File: src/rtl/u8u16_pkg.sv
// shared types and constants for the utf-8 to utf-16 stream transcoder
package u8u16_pkg;

    localparam int unsigned PointWidth = 21;
    localparam int unsigned UnitWidth  = 16;

    localparam logic [PointWidth-1:0] MaxPoint   = 21'h10FFFF;
    localparam logic [PointWidth-1:0] MaxBmp     = 21'h00FFFF;
    localparam logic [PointWidth-1:0] PlaneBase  = 21'h010000;
    localparam logic [PointWidth-1:0] LineFeed   = 21'h00000A;
    localparam logic [UnitWidth-1:0]  UnitCr     = 16'h000D;
    localparam logic [UnitWidth-1:0]  UnitLf     = 16'h000A;
    localparam logic [UnitWidth-1:0]  HighSurr   = 16'hD800;
    localparam logic [UnitWidth-1:0]  LowSurr    = 16'hDC00;
    localparam logic [UnitWidth-1:0]  UnitTerm   = 16'h0000;

    localparam logic [7:0] Lead2Mask = 8'hE0;
    localparam logic [7:0] Lead2Code = 8'hC0;
    localparam logic [7:0] Lead3Mask = 8'hF0;
    localparam logic [7:0] Lead3Code = 8'hE0;
    localparam logic [7:0] Lead4Mask = 8'hF8;
    localparam logic [7:0] Lead4Code = 8'hF0;

    // up to three units produced by one item; a terminator is always the last one
    typedef struct packed {
        logic [1:0]           count;
        logic                 term;
        logic [UnitWidth-1:0] unit0;
        logic [UnitWidth-1:0] unit1;
    } bundle_t;

endpackage

File: src/rtl/u8u16_decode.sv
// byte decoder: sequence state, code point assembly and unit bundle register
module u8u16_decode (
    input  logic                aclk,
    input  logic                aresetn,
    input  logic                s_valid,
    output logic                s_ready,
    input  logic [7:0]          s_in_byte,
    input  logic                s_byte_present,
    input  logic                s_string_end,
    output logic                a_valid,
    output u8u16_pkg::bundle_t  a_bundle,
    input  logic                a_take
);

    logic [u8u16_pkg::PointWidth-1:0] pend_reg, pend_next;
    logic [1:0]                       rem_reg, rem_next;
    logic                             a_full_reg;
    u8u16_pkg::bundle_t               a_bundle_reg, bundle_next;

    logic                             s_fire;
    logic                             fire;
    logic [u8u16_pkg::PointWidth-1:0] cp;
    logic [u8u16_pkg::PointWidth-1:0] shifted;
    logic [u8u16_pkg::PointWidth-1:0] offs;
    logic [u8u16_pkg::UnitWidth-1:0]  pu0, pu1;
    logic [1:0]                       pn;

    assign s_ready  = !a_full_reg || a_take;
    assign s_fire   = s_valid && s_ready;
    assign a_valid  = a_full_reg;
    assign a_bundle = a_bundle_reg;

    assign shifted = {pend_reg[u8u16_pkg::PointWidth-7:0], s_in_byte[5:0]};
    assign offs    = cp - u8u16_pkg::PlaneBase;

    // sequence state and point assembly
    always_comb begin
        pend_next = pend_reg;
        rem_next  = rem_reg;
        fire      = 1'b0;
        cp        = '0;
        if (s_byte_present) begin
            if (rem_reg == 2'd0) begin
                if (!s_in_byte[7]) begin
                    fire = 1'b1;
                    cp   = {13'b0, s_in_byte};
                end else if ((s_in_byte & u8u16_pkg::Lead2Mask) == u8u16_pkg::Lead2Code) begin
                    pend_next = {16'b0, s_in_byte[4:0]};
                    rem_next  = 2'd1;
                end else if ((s_in_byte & u8u16_pkg::Lead3Mask) == u8u16_pkg::Lead3Code) begin
                    pend_next = {17'b0, s_in_byte[3:0]};
                    rem_next  = 2'd2;
                end else if ((s_in_byte & u8u16_pkg::Lead4Mask) == u8u16_pkg::Lead4Code) begin
                    pend_next = {18'b0, s_in_byte[2:0]};
                    rem_next  = 2'd3;
                end
            end else begin
                rem_next = rem_reg - 2'd1;
                if (rem_reg == 2'd1) begin
                    fire      = 1'b1;
                    cp        = shifted;
                    pend_next = '0;
                end else begin
                    pend_next = shifted;
                end
            end
        end
        if (s_string_end) begin
            pend_next = '0;
            rem_next  = 2'd0;
        end
    end

    // units for the decoded point, then the terminator
    always_comb begin
        pu0 = '0;
        pu1 = '0;
        pn  = 2'd0;
        if (fire) begin
            if (cp == u8u16_pkg::LineFeed) begin
                pu0 = u8u16_pkg::UnitCr;
                pu1 = u8u16_pkg::UnitLf;
                pn  = 2'd2;
            end else if (cp <= u8u16_pkg::MaxBmp) begin
                pu0 = cp[u8u16_pkg::UnitWidth-1:0];
                pn  = 2'd1;
            end else if (cp <= u8u16_pkg::MaxPoint) begin
                pu0 = u8u16_pkg::HighSurr | {6'b0, offs[19:10]};
                pu1 = u8u16_pkg::LowSurr | {6'b0, offs[9:0]};
                pn  = 2'd2;
            end
        end
        bundle_next.unit0 = pu0;
        bundle_next.unit1 = pu1;
        bundle_next.term  = s_string_end;
        bundle_next.count = s_string_end ? pn + 2'd1 : pn;
    end

    always_ff @(posedge aclk) begin
        if (!aresetn) begin
            pend_reg   <= '0;
            rem_reg    <= 2'd0;
            a_full_reg <= 1'b0;
        end else begin
            if (s_fire) begin
                pend_reg <= pend_next;
                rem_reg  <= rem_next;
            end
            if (s_fire && bundle_next.count != 2'd0) begin
                a_full_reg <= 1'b1;
            end else if (a_take) begin
                a_full_reg <= 1'b0;
            end
        end
    end

    always_ff @(posedge aclk) begin
        if (s_fire && bundle_next.count != 2'd0) begin
            a_bundle_reg <= bundle_next;
        end
    end

endmodule

File: src/rtl/u8u16_emit.sv
// result register: sends the units of one bundle, one per handshake
module u8u16_emit (
    input  logic                aclk,
    input  logic                aresetn,
    input  logic                a_valid,
    input  u8u16_pkg::bundle_t  a_bundle,
    output logic                a_take,
    output logic                m_valid,
    input  logic                m_ready,
    output logic [15:0]         m_code_unit,
    output logic                m_is_terminator,
    output logic                m_run_last
);

    u8u16_pkg::bundle_t b_bundle_reg;
    logic               b_full_reg;
    logic [1:0]         idx_reg;
    logic               last;
    logic               m_fire;
    logic               b_free;

    assign last    = idx_reg == (b_bundle_reg.count - 2'd1);
    assign m_fire  = m_valid && m_ready;
    assign b_free  = !b_full_reg || (m_fire && last);
    assign a_take  = a_valid && b_free;
    assign m_valid = b_full_reg;

    always_comb begin
        case (idx_reg)
            2'd0:    m_code_unit = b_bundle_reg.unit0;
            2'd1:    m_code_unit = b_bundle_reg.unit1;
            default: m_code_unit = u8u16_pkg::UnitTerm;
        endcase
    end

    assign m_is_terminator = b_bundle_reg.term && last;
    assign m_run_last      = last;

    always_ff @(posedge aclk) begin
        if (!aresetn) begin
            b_full_reg <= 1'b0;
            idx_reg    <= 2'd0;
        end else begin
            if (a_take) begin
                b_full_reg <= 1'b1;
                idx_reg    <= 2'd0;
            end else if (m_fire && last) begin
                b_full_reg <= 1'b0;
            end else if (m_fire) begin
                idx_reg <= idx_reg + 2'd1;
            end
        end
    end

    always_ff @(posedge aclk) begin
        if (a_take) begin
            b_bundle_reg <= a_bundle;
        end
    end

endmodule

File: src/rtl/utf8_to_utf16_crlf_stream.sv
// top level of the utf-8 to utf-16 stream transcoder with line feed expansion
//
// input channel (s_): one utf-8 byte per item with byte_present and string_end
// flags; string_end with no byte closes a string with only the terminator.
// result channel (m_): one utf-16 code unit per item; run_last marks the last
// unit caused by an input item, is_terminator the zero that ends a string.
// a byte yields zero to two units (cr before lf, surrogate pairs), plus the
// terminator when string_end is set, so at most three units per item.
// an accepted input passes the decode register, then the result register,
// before its first unit shows on m_.
// throughput: one byte per cycle while each byte makes at most one unit
// and m_ready stays high; a byte that makes two or three units can hold
// s_ready low while the single result register sends one unit per handshake.
// the decode register takes the next item while a result waits on m_ready;
// when both registers are full, s_ready follows the last unit's handshake.
// reset clears the open sequence and both registers; no units are pending.
module utf8_to_utf16_crlf_stream (
    input  logic        aclk,
    input  logic        aresetn,
    input  logic        s_valid,
    output logic        s_ready,
    input  logic [7:0]  s_in_byte,
    input  logic        s_byte_present,
    input  logic        s_string_end,
    output logic        m_valid,
    input  logic        m_ready,
    output logic [15:0] m_code_unit,
    output logic        m_is_terminator,
    output logic        m_run_last
);

    logic               a_valid;
    logic               a_take;
    u8u16_pkg::bundle_t a_bundle;

    u8u16_decode u_decode (
        .aclk           (aclk),
        .aresetn        (aresetn),
        .s_valid        (s_valid),
        .s_ready        (s_ready),
        .s_in_byte      (s_in_byte),
        .s_byte_present (s_byte_present),
        .s_string_end   (s_string_end),
        .a_valid        (a_valid),
        .a_bundle       (a_bundle),
        .a_take         (a_take)
    );

    u8u16_emit u_emit (
        .aclk            (aclk),
        .aresetn         (aresetn),
        .a_valid         (a_valid),
        .a_bundle        (a_bundle),
        .a_take          (a_take),
        .m_valid         (m_valid),
        .m_ready         (m_ready),
        .m_code_unit     (m_code_unit),
        .m_is_terminator (m_is_terminator),
        .m_run_last      (m_run_last)
    );

`ifndef SYNTH
    assert property (@(posedge aclk) disable iff (!aresetn)
        m_valid && m_is_terminator |-> m_run_last && m_code_unit == u8u16_pkg::UnitTerm)
        else $error("terminator unit not last or not zero");

    assert property (@(posedge aclk) disable iff (!aresetn)
        a_valid |-> a_bundle.count != 2'd0)
        else $error("empty bundle held in decode register");

    assert property (@(posedge aclk) disable iff (!aresetn)
        a_valid && a_bundle.term |-> a_bundle.count != 2'd0)
        else $error("terminator bundle with no units");

    assert property (@(posedge aclk) disable iff (!aresetn)
        a_take |-> ##1 m_valid)
        else $error("bundle taken but result register empty");
`endif

endmodule

File: config.mk
export PLATFORM = sky130hd
export DESIGN_NAME = utf8_to_utf16_crlf_stream
export DESIGN_NICKNAME = d
export VERILOG_FILES = /design/src/rtl/u8u16_pkg.sv /design/src/rtl/u8u16_decode.sv /design/src/rtl/u8u16_emit.sv /design/src/rtl/utf8_to_utf16_crlf_stream.sv
export SDC_FILE = /design/constraint.sdc
export NUM_CORES = 1
export LEC_CHECK = 0
export ABC_AREA = 1
export ABC_CLOCK_PERIOD_IN_PS = 3300
export BUFFER_PORTS_ARGS = -buffer_cell sky130_fd_sc_hd__buf_4
export CAP_MARGIN = 5
export CORE_ASPECT_RATIO = 1.2
export CORE_UTILIZATION = 25
export DETAILED_ROUTE_END_ITERATION = 10
export GPL_TIMING_DRIVEN = 0
export PLACE_DENSITY_LB_ADDON = 0.08
export RECOVER_POWER = 100
export REMOVE_ABC_BUFFERS = 1
export SLEW_MARGIN = 5
export SYNTH_ARGS = -nofsm -noshare
export SYNTH_HDL_FRONTEND = slang
export SYNTH_SLANG_ARGS = --single-unit
File: constraint.sdc
create_clock -name aclk -period 3.3 [get_ports aclk]
set_input_delay 0.33 -clock aclk [delete_from_list [all_inputs] [get_ports aclk]]
set_output_delay 0.33 -clock aclk [all_outputs]
set_load 0.02 [all_outputs]
* After elaboration in Yosys (flattened, before gate mapping)
Index checks and enable logic that the tools add are counted.
** Storage, ports and cells
- Latch bits :: 0
- RAM bits :: 0
- Memories kept :: 0
- Flip-flop bits (word level) :: 91
- Bits of input ports :: 14
- Memory bits (read-only) :: 0
- Word-level logic and storage cells :: 97
- Output and inout port bits :: 20
** Operators by class
- Bitwise gates (word level) :: 4
- Add/sub/neg operators :: 5
- Multiply operators :: 0
- Equality and inequality tests :: 9
- Muxes and demuxes :: 39
- Reductions and logical operators :: 22
- Div/mod/pow operators :: 0
- Shift-type cells :: 0
- Magnitude comparators :: 2
** Operator list (number)
- 15-bit two-way mux :: 8
- 21-bit two-way mux :: 3
- 16-bit two-way mux :: 3
- 16-bit one-hot mux with 2 select lines :: 1
- 2-bit two-way mux :: 12
- 21-bit by 4-bit == test with 1-bit output (second input constant) :: 1
- 21-bit by 16-bit less-or-equal comparator with 1-bit output (second input constant) :: 1
- 21-bit less-or-equal comparator (second input constant) :: 1
- 20-bit by 17-bit subtractor with 20-bit output (second input constant) :: 1
- 4-bit two-way mux :: 3
- 1-bit two-way mux :: 8
- 2-bit nonzero test :: 4
- 7-bit two-way mux :: 1
- 1-bit logical AND :: 6
- 5-bit == test (second input constant) :: 1
- 5-bit inequality test (second input constant) :: 1
- 2-bit by 1-bit adder with 2-bit output (second input constant) :: 2
- 2-bit by 1-bit == test with 1-bit output (second input constant) :: 2
- 4-bit == test (second input constant) :: 1
- 2-bit logical NOT :: 2
- 1-bit NOT :: 4
- 4-bit AND reduction :: 1
- 2-bit OR reduction :: 2
- 4-bit OR reduction :: 1
- other kinds (8) :: 11

* Logic depth before layout (Yosys ltp)
Gate-level depths: netlist of run 1.
- Word-level depth :: 14
- Depth in mapped cells :: 16
- Mapped depth without buffers :: 15

* Hierarchy
A second synthesis of run 1 with hierarchy kept.
** Unflattened totals
- Cell total of the unflattened synthesis :: 391
- Area, all modules :: 4010.1 um^2
** By module, submodules not included
- u8u16_decode :: seq. area each 1261.2 um^2, times used 1, cells an instance 296, area an instance 2526.2 um^2
- u8u16_emit :: seq. area each 1111.1 um^2, times used 1, cells an instance 95, area an instance 1483.9 um^2

* Worst setup path after synthesis of run 1
No wires, ideal clock.
- Path type :: register to register
- Start point :: register u_emit.b_bundle_reg[34] (netlist bit)
- End point :: register u_emit.b_bundle_reg[0] (netlist bit) (enable)
- Stages on the path, launching flop included :: 8
- Path buffers :: 0
- Setup slack :: 0.530 ns
- Arrival time :: 2.353 ns
- Setup time :: 0.417 ns
- Required time :: 2.883 ns
- Path through :: edfxtp_1 -> xnor2_1 -> nand3b_1 -> nand2_1 -> inv_1 -> nand2_1 -> nand2_1 -> nor2_1
** Between the ends
- Cells in the longest elaborated chain, start to end :: 5
** Ends and longest elaborated chain
- start, declared :: RTL line u8u16_emit.sv:15 : u8u16_pkg::bundle_t b_bundle_reg;
- start signal, assigned :: RTL line u8u16_emit.sv:57 : b_bundle_reg <= a_bundle;
- 2-bit by 1-bit subtractor with 2-bit output :: RTL line u8u16_emit.sv:22 : assign last = idx_reg == (b_bundle_reg.count - 2'd1);
- 2-bit == test :: RTL line u8u16_emit.sv:22
- named net m_run_last :: RTL line utf8_to_utf16_crlf_stream.sv:29 : output logic m_run_last
- 1-bit logical AND :: RTL line u8u16_emit.sv:24 : assign b_free = !b_full_reg || (m_fire && last);
- 1-bit logical OR :: RTL line u8u16_emit.sv:24
- 1-bit logical AND :: RTL line u8u16_emit.sv:25 : assign a_take = a_valid && b_free;
- named net a_take :: RTL line utf8_to_utf16_crlf_stream.sv:33 : logic a_take;
The timed path passes the listed nets, and every way through them passes these cells.
A chain may end at the register's enable or synchronous reset.

* Worst setup path after layout of run 1
- Start point :: register u_decode.rem_reg[0]
- End point :: register u_decode.a_bundle_reg, in the netlist u_decode.a_bundle[23] (enable)
** Between the ends
- Cells in the longest elaborated chain, start to end :: 13
** Ends and longest elaborated chain
- start, declared :: RTL line u8u16_decode.sv:16 : logic [1:0] rem_reg, rem_next;
- start signal, assigned :: RTL line u8u16_decode.sv:107 : rem_reg <= rem_next;
- 2-bit by 1-bit == test with 1-bit output :: RTL line u8u16_decode.sv:59 : if (rem_reg == 2'd1) begin
- 21-bit two-way mux :: RTL line u8u16_decode.sv:59
- 21-bit two-way mux :: RTL line u8u16_decode.sv:43 : if (rem_reg == 2'd0) begin
- 21-bit two-way mux :: RTL line u8u16_decode.sv:42 : if (s_byte_present) begin
- 21-bit less-or-equal comparator :: RTL line u8u16_decode.sv:87 : end else if (cp <= u8u16_pkg::MaxPoint) begin
- 2-bit two-way mux :: RTL line u8u16_decode.sv:87
- 2-bit two-way mux :: RTL line u8u16_decode.sv:84 : end else if (cp <= u8u16_pkg::MaxBmp) begin
- 2-bit two-way mux :: RTL line u8u16_decode.sv:80 : if (cp == u8u16_pkg::LineFeed) begin
- 2-bit two-way mux * :: RTL line u8u16_decode.sv:79 : if (fire) begin
- 2-bit by 1-bit adder with 2-bit output :: RTL line u8u16_decode.sv:96 : bundle_next.count = s_string_end ? pn + 2'd1 : pn;
- 2-bit two-way mux * :: RTL line u8u16_decode.sv:96
- 2-bit nonzero test * :: RTL line u8u16_decode.sv:118 : if (s_fire && bundle_next.count != 2'd0) begin
- 1-bit logical AND * :: RTL line u8u16_decode.sv:118
- end signal, assigned :: RTL line u8u16_decode.sv:119 : a_bundle_reg <= bundle_next;
- end, declared :: RTL line u8u16_decode.sv:18 : u8u16_pkg::bundle_t a_bundle_reg, bundle_next;
Every way passes the cells marked *; elsewhere a longest branch is shown, timed or not.

==> results_dict.tcl, run 1 <==
set metrics [dict create \
    status "complete, no violations" \
    synth_common_cells "nand2_1, edfxtp_1, nor2_1" \
    rsz0062_at_grt "false" \
    syn_area_per_cell_sq_um 9.54 \
    total_power_mw 2.57 \
    synth_area_leaders "edfxtp_1, dfxtp_1, nand2_1" \
    fp.dieH_um 137 \
    place_hpwl_um 6520 \
    clkTransAtPathRegs_ns 0.07 \
    dp.cells 614 \
    leakagePower_nw 1.67 \
    drtPass1Iterations 4 \
    numCtsBuffers 9 \
    drv_slew 0 \
    grt_pass1_wl_um 14800 \
    powerDensity_mw_per_mm2 577 \
    fmax_mhz 335 \
    fill_cells 1598 \
    finalCritPeriodShare_pct 90.4 \
    ys_types 31 \
    slew_headroom_pct 3.81 \
    num_rows 48 \
    seqCellArea_sq_mm 0.00222 \
    ys_seq_elements 81 \
    drcViolationCount 0 \
    grt_usage_pct 12.8 \
    multi_input_area_sq_mm 0.00130 \
    antenna_found_initial 0 \
    use_met1_pct 16.3 \
    die-area_sq_mm 0.0156 \
    synth_edf_count 60 \
    final_cells 633 \
    drv_cap 0 \
    wl_um 9110 \
    max_slew.worst_pin.slew_ns 1.44 \
    diodes 0 \
    die_w_um 114 \
    yosysTopAreaCell "edfxtp_1" \
    wire_per_inst_um 14.4 \
    crit_type "reg -> reg" \
    cts_htree_levels 3 \
    yosysWarnings 0 \
    worstPathArrival_ns 3.03 \
    hp-class "in -> reg" \
    grt_pass1_vias 2737 \
    yosysTopAreaCellShare_pct 47.8 \
    gp_congestion 0.792 \
    final_net_count 445 \
    cts.sinks 81 \
    yosysMostFrequentCell "nand2_1" \
    ys_seq_area_share_pct 58.9 \
    clockBufferDepth 2 \
    detailroute.via_count 2759 \
    clk_latency_ns 0.35 \
    num_io_pins 34 \
    avgViaCountPerCell 4.36 \
    fin_crit_ns 2.98 \
    cp-start-kind "register" \
    cts_tree "yes" \
    end_kind "register" \
    synth_area_sq_mm 0.00377 \
    use_met2_pct 20.8 \
    busiest_layer "met2" \
    drive_gt1_share_pct 11.3 \
    ir_drop_mv 0.179 \
    tns_ns 0 \
    initialDrtViolationCount 122 \
    antenna_left 0 \
    initial_utilization_pct 25.9 \
    ys.flop_type "edfxtp_1" \
    setup-violations-final 0 \
    required_ns 3.34 \
    cp_max_fo 19 \
    synthCells 395 \
    hold_violations 0 \
    grt_max_degree 31 \
    use_met3_pct 1.64 \
    area_delta_synth_final_pct 18.4 \
    grt-ovfl-total 0 \
    cts-hold-fix-buffers 0 \
    synthArstFlopShare_pct 0 \
    finish.utilization_pct 30.7 \
    cts_root_buf "clkbuf_16" \
    skew_ns 0.0113 \
    numPortBuffers 33 \
    core_area_sq_mm 0.0145 \
]
critical path: stages (launching register included):
cell,delay [ns]
dfxtp_2,0.55
inv_1,0.16
nor2_4,0.18
nand3_1,0.16
ha_1,0.23
inv_1,0.07
nor2_2,0.06
nand3_1,0.07
nor2_1,0.05
a21oi_2,0.29
nand3_2,0.25
nand2_1,0.19
o21bai_4,0.13
clkinvlp_4,0.09
buf_6,0.17
stage by stage:
stage,area (sq um),setup slack (ns),hold WS (ns)
final,4460,0.317,0.275
after global routing,4460,0.0461,0.300
after CTS,4560,0.195,0.210
after detailed placement,4190,-0.570,0.405
after global placement,4180,-0.609,0.404
after floorplan,3680,0.318,0.400
cell usage in the layout (no fill, tap or decap), drive strengths merged:
cell / count
nand2: 76
edfxtp: 60
nor2: 57
inv: 46
nand3: 37
clkbuf: 31
a21oi: 26
o21ai: 25
dfxtp: 21
buf: 14
a22o: 10
nand4: 5
o22ai: 5
clkinvlp: 3
ha: 3
o211ai: 2
o221ai: 2
xor2: 2
bufinv: 2
xnor2: 1
nand3b: 1
nor2b: 1
nor3: 1
o21bai: 1
clkinv: 1
kinds of logic (layout without fill, tap and decap cells):
kind of cell    Yosys count  count (layout)  synth area share [%]
compound gates           71              71                  11.3
simple gates            178             178                  21.2
fa+ha+maj                 3               3                 0.996
flops                    81              81                  58.9
xor+xnor                  3               3                 0.697
buf+inv                  59              97                  6.87
power breakdown:
part           switching [mW]  internal (mW)  leakage, nW
clock network           0.429          0.667        0.153
registers              0.0375           1.17        0.748
logic                   0.189         0.0795        0.765
total                   0.655           1.92         1.67
area by class of cell:
cell class | count | share of cell area [%]
sequential | 81 | 49.9
multi-input combinational | 255 | 29.1
clock inverter | 6 | 2.02
tap | 200 | 5.61
timing repair buffer | 35 | 4.29
timing repair inverter | 1 | 0.168
inverter | 45 | 3.87
clock buffer | 10 | 5.13
metal layers:
| layer | wire length [um] | part of all wire [%] | vias up |
|---|---|---|---|
| met2 | 4310 | 47 | 45 |
| met3 | 245 | 2.7 | 18 |
| met5 | 0 | 0 | - |
| met4 | 240 | 2.6 | 0 |
| met1 | 4310 | 47 | 1287 |
| li1 | - | - | 1409 |
path summary, 6_finish.rpt:
| kind | startpoint | to | slack (ns) | cells after the start |
|---|---|---|---|---|
| worst min register to register | u_decode.a_bundle[23]$_SDFFCE_PP0P_ | u_emit.b_bundle_reg[23]$_DFFE_PP_ | 0.42 | 0 |
| worst min-delay path | s_in_byte[1] | u_decode.pend_reg[1]$_SDFFE_PN0P_ | 0.27 | 3 |
| worst max-delay path | u_decode.rem_reg[0]$_SDFFE_PN0P_ | u_decode.a_bundle[23]$_SDFFCE_PP0P_ | 0.32 | 14 |
| worst max register to register | u_decode.rem_reg[0]$_SDFFE_PN0P_ | u_decode.a_bundle[23]$_SDFFCE_PP0P_ | 0.32 | 14 |
repair_timing:
item,4_1_cts,5_1_grt
setup endpoints to repair,30,30
gates resized for setup,4,1
pin swaps,0,0
cloned,1,0
buffers inserted,2,0
No activity file was read; power rests on OpenSTA's default activity.
==> inputs of run 2 (changes only) <==
CORE_UTILIZATION = 45   (was 25)
==> run 2 against run 1 <==
Count of clock-buffer cells in the layout stayed put. Worst setup slack lost 0.032 ns. Cell area decreased by 6.0%. Non-clock buffer count unchanged. Clock power down 30%. Die area down 44%. Global-route usage up 6.3 points. Hold slack got worse by 0.0034 ns. Utilization increased by 21 points. Combinational power is 4% lower. Critical path depth increased by 1.
==> results_dict.tcl, run 2 (synthesized netlist as in run 1, its figures left out) <==
set metrics [dict create \
    wl_um 7690 \
    antenna_found_initial 0 \
    numPortBuffers 33 \
    diodes 0 \
    crit_type "reg -> reg" \
    initial_utilization_pct 46.5 \
    routed-wl-met3_um 287 \
    met2_length_um 3680 \
    finalCritPeriodShare_pct 91.4 \
    cts_root_buf "clkbuf_8" \
    drv_cap 0 \
    max_slew.worst_pin.slew_ns 1.47 \
    gp_congestion 0.877 \
    die_w_um 85.6 \
    clockBufferDepth 2 \
    cts.sinks 81 \
    end_kind "register" \
    slew_headroom_pct 2.05 \
    total_power_mw 2.23 \
    met1_length_um 3550 \
    drcViolationCount 0 \
    grt_max_degree 31 \
    fmax_mhz 332 \
    place_hpwl_um 5530 \
    fin_crit_ns 3.01 \
    rsz0062_at_grt "false" \
    required_ns 3.40 \
    setup-violations-final 0 \
    status "complete, no violations" \
    area_delta_synth_final_pct 11.2 \
    initialDrtViolationCount 138 \
    detailroute.via_count 2761 \
    maxUsedRoutingLayer "met4" \
    grt_pass1_wl_um 12600 \
    dp.cells 509 \
    wire_per_inst_um 14.6 \
    powerDensity_mw_per_mm2 532 \
    worstPathArrival_ns 3.12 \
    cp_max_fo 19 \
    grt_usage_pct 19.1 \
    drv_slew 0 \
    clkTransAtPathRegs_ns 0.08 \
    leakagePower_nw 1.61 \
    design_area_sq_mm 0.00419 \
    hp-class "in -> reg" \
    cts_tree "yes" \
    hold_violations 0 \
    avgViaCountPerCell 5.24 \
    pre_cts_ws_ns -0.511 \
    cts-hold-fix-buffers 0 \
    layout_common_cells "nand2_1, edfxtp_1, nor2_1, inv_1, nand3_1" \
    grt_pass1_vias 2556 \
    core_area_sq_mm 0.00811 \
    fp.dieH_um 102 \
    antenna_left 0 \
    drtPass1Iterations 4 \
    num_rows 36 \
    numCtsBuffers 9 \
    num_io_pins 34 \
    skew_ns 0.00617 \
    grt-ovfl-total 0 \
    die-area_sq_mm 0.00875 \
    final_cells 527 \
    cp-start-kind "register" \
    drive_gt1_share_pct 10.9 \
    cts_htree_levels 3 \
    finish.utilization_pct 51.7 \
    fill_cells 789 \
    clk_latency_ns 0.35 \
    final_common_cell "nand2_1" \
    placed_area_sq_mm 0.00405 \
    layout_setup_ws_ns 0.285 \
    ir_drop_mv 0.222 \
    final_net_count 445 \
]
==> run 2: cell types whose count changed in the layout (fill, tap and decap cells not counted), moves of 2 or more <==
cell | before | now
buf_4 | 12 | 14
buf_6 | 2 | 0
clkbuf_16 | 9 | 0
clkbuf_8 | 0 | 9
inv_6 | 2 | 0
==> run 2: timing repair <==
item / in CTS / in global routing
resized for setup: 4 / 0
buffers inserted: 0 / 2
cloned: 1 / 0
pin swaps: 0 / 0
setup endpoints to repair: 30 / 30
==> run 2: layout make-up <==
class | instances | area [sq um] | area share [%]
sequential | 81 | 2220 | 53.1
clock buffer | 10 | 128 | 3.04
tap | 95 | 119 | 2.83
clock inverter | 5 | 81.3 | 1.94
inverter | 45 | 173 | 4.12
timing repair inverter | 1 | 7.51 | 0.179
multi-input combinational | 255 | 1280 | 30.4
timing repair buffer | 35 | 184 | 4.39
==> run 2: through the flow <==
stage                     TNS [ns]  hold WS [ns]
after global routing             0         0.259
after floorplan                  0         0.400
after detailed placement    -15.27         0.405
final                            0         0.271
after global placement      -13.33         0.401
after CTS                        0         0.182
==> run 2: critical path, stage by stage, from the launching register on <==
cell,delay [ns]
dfxtp_2,0.55
inv_1,0.16
nor2_4,0.18
nand3_1,0.15
ha_1,0.23
inv_1,0.05
nor2_1,0.07
nand2_1,0.09
nor2b_1,0.05
nand3_1,0.09
nand2_1,0.12
nand3_2,0.18
nand2_1,0.11
o21bai_2,0.36
clkinvlp_4,0.14
buf_4,0.22
==> run 2: worst paths after layout <==
path,startpoint,end,slack (ns),cells after the start
worst max-delay path,u_decode.rem_reg[0]$_SDFFE_PN0P_,u_decode.a_bundle[17]$_SDFFCE_PP0P_,0.29,15
worst min-delay path,s_in_byte[1],u_decode.pend_reg[1]$_SDFFE_PN0P_,0.27,3
worst max register to register,u_decode.rem_reg[0]$_SDFFE_PN0P_,u_decode.a_bundle[17]$_SDFFCE_PP0P_,0.29,15
worst min register to register,u_decode.a_bundle[9]$_SDFFCE_PP0P_,u_emit.b_bundle_reg[9]$_DFFE_PP_,0.42,0
==> run 2: metal layers <==
| metal | vias up | track usage (%) |
|---|---|---|
| met3 | 14 | 4.68 |
| met5 | - | 0 |
| met1 | 1285 | 23.1 |
| met4 | 0 | 8.33 |
| li1 | 1408 | - |
| met2 | 54 | 32.6 |
==> run 2: report_power, final <==
part,switching (mW),total (mW),internal [mW]
logic,0.181,0.258,0.0766
registers,0.0357,1.21,1.17
clock network,0.347,0.769,0.422
total,0.564,2.23,1.67
==> inputs of run 3 (changes only) <==
BUFFER_PORTS_ARGS = -buffer_cell sky130_fd_sc_hd__buf_2   (was -buffer_cell sky130_fd_sc_hd__buf_4)
==> run 3 against run 2 <==
Global-route usage grew 0.67 points. Register-to-register slack got worse by 0.06 ns. Sequential share of layout area grew 0.98 points. Cell count unchanged. Largest power group unchanged.
==> results_dict.tcl, run 3 (synthesized netlist as in run 1, its figures left out) <==
set metrics [dict create \
    grt-ovfl-total 0 \
    multi_input_area_sq_mm 0.00127 \
    met1_length_um 3510 \
    required_ns 3.40 \
    clkTransAtPathRegs_ns 0.08 \
    cp-start-kind "register" \
    area_delta_synth_final_pct 9.19 \
    tns_ns 0 \
    worstPathArrival_ns 3.18 \
    grt_usage_pct 19.8 \
    r2r-start "u_decode.rem_reg[0]$_SDFFE_PN0P_" \
    r2r_end "u_decode.a_bundle[21]$_SDFFCE_PP0P_" \
    reg2reg_setup_slack_ns 0.22 \
    cts.sinks 81 \
    cts_htree_levels 3 \
    grt_pass1_wl_um 13000 \
    final_net_count 445 \
    wire_per_inst_um 14.7 \
    core_area_sq_mm 0.00811 \
    place_hpwl_um 5540 \
    leakagePower_nw 1.58 \
    hold_violations 0 \
    seqCellArea_sq_mm 0.00222 \
    initial_utilization_pct 46.5 \
    clk_latency_ns 0.35 \
    end_kind "register" \
    drtPass1Iterations 4 \
    slew_headroom_pct 1.56 \
    p_switching_uw 561 \
    cts_root_buf "clkbuf_8" \
    setup-violations-final 0 \
    die-area_sq_mm 0.00875 \
    antenna_left 0 \
    path_delay_family "simple AND/OR/NAND/NOR gates" \
    crit_type "reg -> reg" \
    cp_max_fo 19 \
    cp.buffers_inverters 4 \
    numPortBuffers 33 \
    holdCritStartpoint "s_in_byte[1]" \
    r2r_cells 16 \
    finalCritPeriodShare_pct 93.3 \
    max_stage_delay_ns 0.43 \
    met2_length_um 3700 \
    grt_pass1_vias 2638 \
    drive_gt1_share_pct 10.6 \
    grt_max_degree 31 \
    numCtsBuffers 9 \
    fin_crit_ns 3.08 \
    maxUsedRoutingLayer "met4" \
    fill_cells 811 \
    num_io_pins 34 \
    cts_tree "yes" \
    worst_path_most_repeated_cell "nand2_1" \
    design_area_sq_mm 0.00412 \
    clockBufferDepth 2 \
    avgViaCountPerCell 5.17 \
    powerDensity_mw_per_mm2 503 \
    placed_area_sq_mm 0.00397 \
    num_rows 36 \
    initialDrtViolationCount 121 \
    intPower_mw 1.51 \
    ir_drop_mv 0.202 \
    diodes 0 \
    drv_slew 0 \
    hold-path-cell-count 3 \
    pre_cts_ws_ns -0.482 \
    power_frac_seq_pct 58.2 \
    skew_ns 0.00816 \
    hp-class "in -> reg" \
    holdPathEnd "u_decode.pend_reg[1]$_SDFFE_PN0P_" \
    fp.dieH_um 102 \
    slowest_stage "dfxtp_2" \
    drcViolationCount 0 \
    layout_setup_ws_ns 0.221 \
    pwr-share-comb_pct 12.3 \
    wl_um 7730 \
    power.share.switching_pct 27.1 \
    antenna_found_initial 0 \
    final_common_cell "nand2_1" \
    path_cells "inv_1 -> nor2_4 -> nand3_1 -> ha_1 -> inv_1 -> nor2_1 -> nand2_1 -> nor2b_1 -> nand3_1 -> nand2_1 -> nand2_4 -> nand2_4 -> nand2_1 -> o21bai_2 -> clkinvlp_4 -> buf_4" \
    gp_congestion 0.865 \
    die_w_um 85.6 \
    detailroute.via_count 2722 \
    status "complete, no violations" \
    drv_cap 0 \
    routed-wl-met3_um 322 \
    p_clk_share_pct 29.5 \
    max_slew.worst_pin.slew_ns 1.47 \
    layout_common_cells "nand2_1, edfxtp_1, nor2_1, inv_1, nand3_1" \
    rsz0062_at_grt "false" \
    fmax_mhz 325 \
]
[run 3: changes by cell type in the layout (fill, tap and decap cells not counted), sizes merged]
cell,previous run,this run
bufinv,2,0
clkinvlp,3,4
clkinv,2,3
[run 3: timing repair]
action                     4_1_cts  5_1_grt
buffers inserted                 0        2
setup endpoints to repair       30       30
gates cloned                     1        0
resized for setup                4        0
hold buffers                     0        0
hold endpoints to repair         0        0
[run 3: per-layer routing]
| layer | vias up | GRT usage (%) |
|---|---|---|
| li1 | 1409 | - |
| met1 | 1236 | 24.1 |
| met2 | 62 | 33.4 |
| met3 | 15 | 5.17 |
| met4 | 0 | 8.59 |
| met5 | - | 0 |
[run 3: cell type report]
| cell class | instances | area share (%) |
|---|---|---|
| Inverter | 45 | 4.19 |
| Clock inverter | 5 | 0.821 |
| Timing Repair Buffer | 35 | 3.83 |
| Sequential cell | 81 | 54.0 |
| Multi-Input combinational cell | 255 | 30.9 |
| Clock buffer | 10 | 3.10 |
| Tap cell | 95 | 2.89 |
| Timing Repair inverter | 1 | 0.182 |
[run 3: power by group through the flow]
stage | Clock (mW) | Sequential, mW | Combinational (mW)
2_1_floorplan | 0 | 1.22 | 0.176
3_3_place_gp | 0 | 1.23 | 0.250
3_5_place_dp | 0 | 1.23 | 0.256
4_1_cts | 0.639 | 1.21 | 0.261
5_1_grt | 0.672 | 1.21 | 0.287
6_report | 0.611 | 1.20 | 0.255
[run 3: through the flow]
stage | util (%) | instances | hold WS, ns | power [mW]
after floorplan | - | 381 | 0.400 | 1.39
after global placement | 48.9 | 509 | 0.401 | 1.48
after detailed placement | 49.0 | 509 | 0.405 | 1.49
after CTS | 51.1 | 525 | 0.213 | 2.10
after global routing | 50.8 | 527 | 0.259 | 2.17
final | 50.8 | 527 | 0.262 | 2.07
[run 3: worst max-delay path by stage]
stage	slack [ns]	end	cells after the start	startpoint
after floorplan	0.32	u_decode.a_bundle[0]$_SDFFCE_PP0P_	13	u_decode.rem_reg[0]$_SDFFE_PN0P_
after global placement	-0.45	u_decode.a_bundle[7]$_SDFFCE_PP0P_	13	u_decode.rem_reg[0]$_SDFFE_PN0P_
after detailed placement	-0.48	u_decode.a_bundle[7]$_SDFFCE_PP0P_	13	u_decode.rem_reg[0]$_SDFFE_PN0P_
after CTS	0.08	u_decode.a_bundle[14]$_SDFFCE_PP0P_	14	u_decode.rem_reg[0]$_SDFFE_PN0P_
after global routing	0.04	u_decode.a_bundle[34]$_DFFE_PP_	15	u_decode.rem_reg[1]$_SDFFE_PN0P_
final	0.22	u_decode.a_bundle[21]$_SDFFCE_PP0P_	16	u_decode.rem_reg[0]$_SDFFE_PN0P_
[run 3: tightest hold or removal path, cell delays in order]
cell     delay (ns)
buf_2          0.11
nand3_1        0.07
a21oi_1        0.06
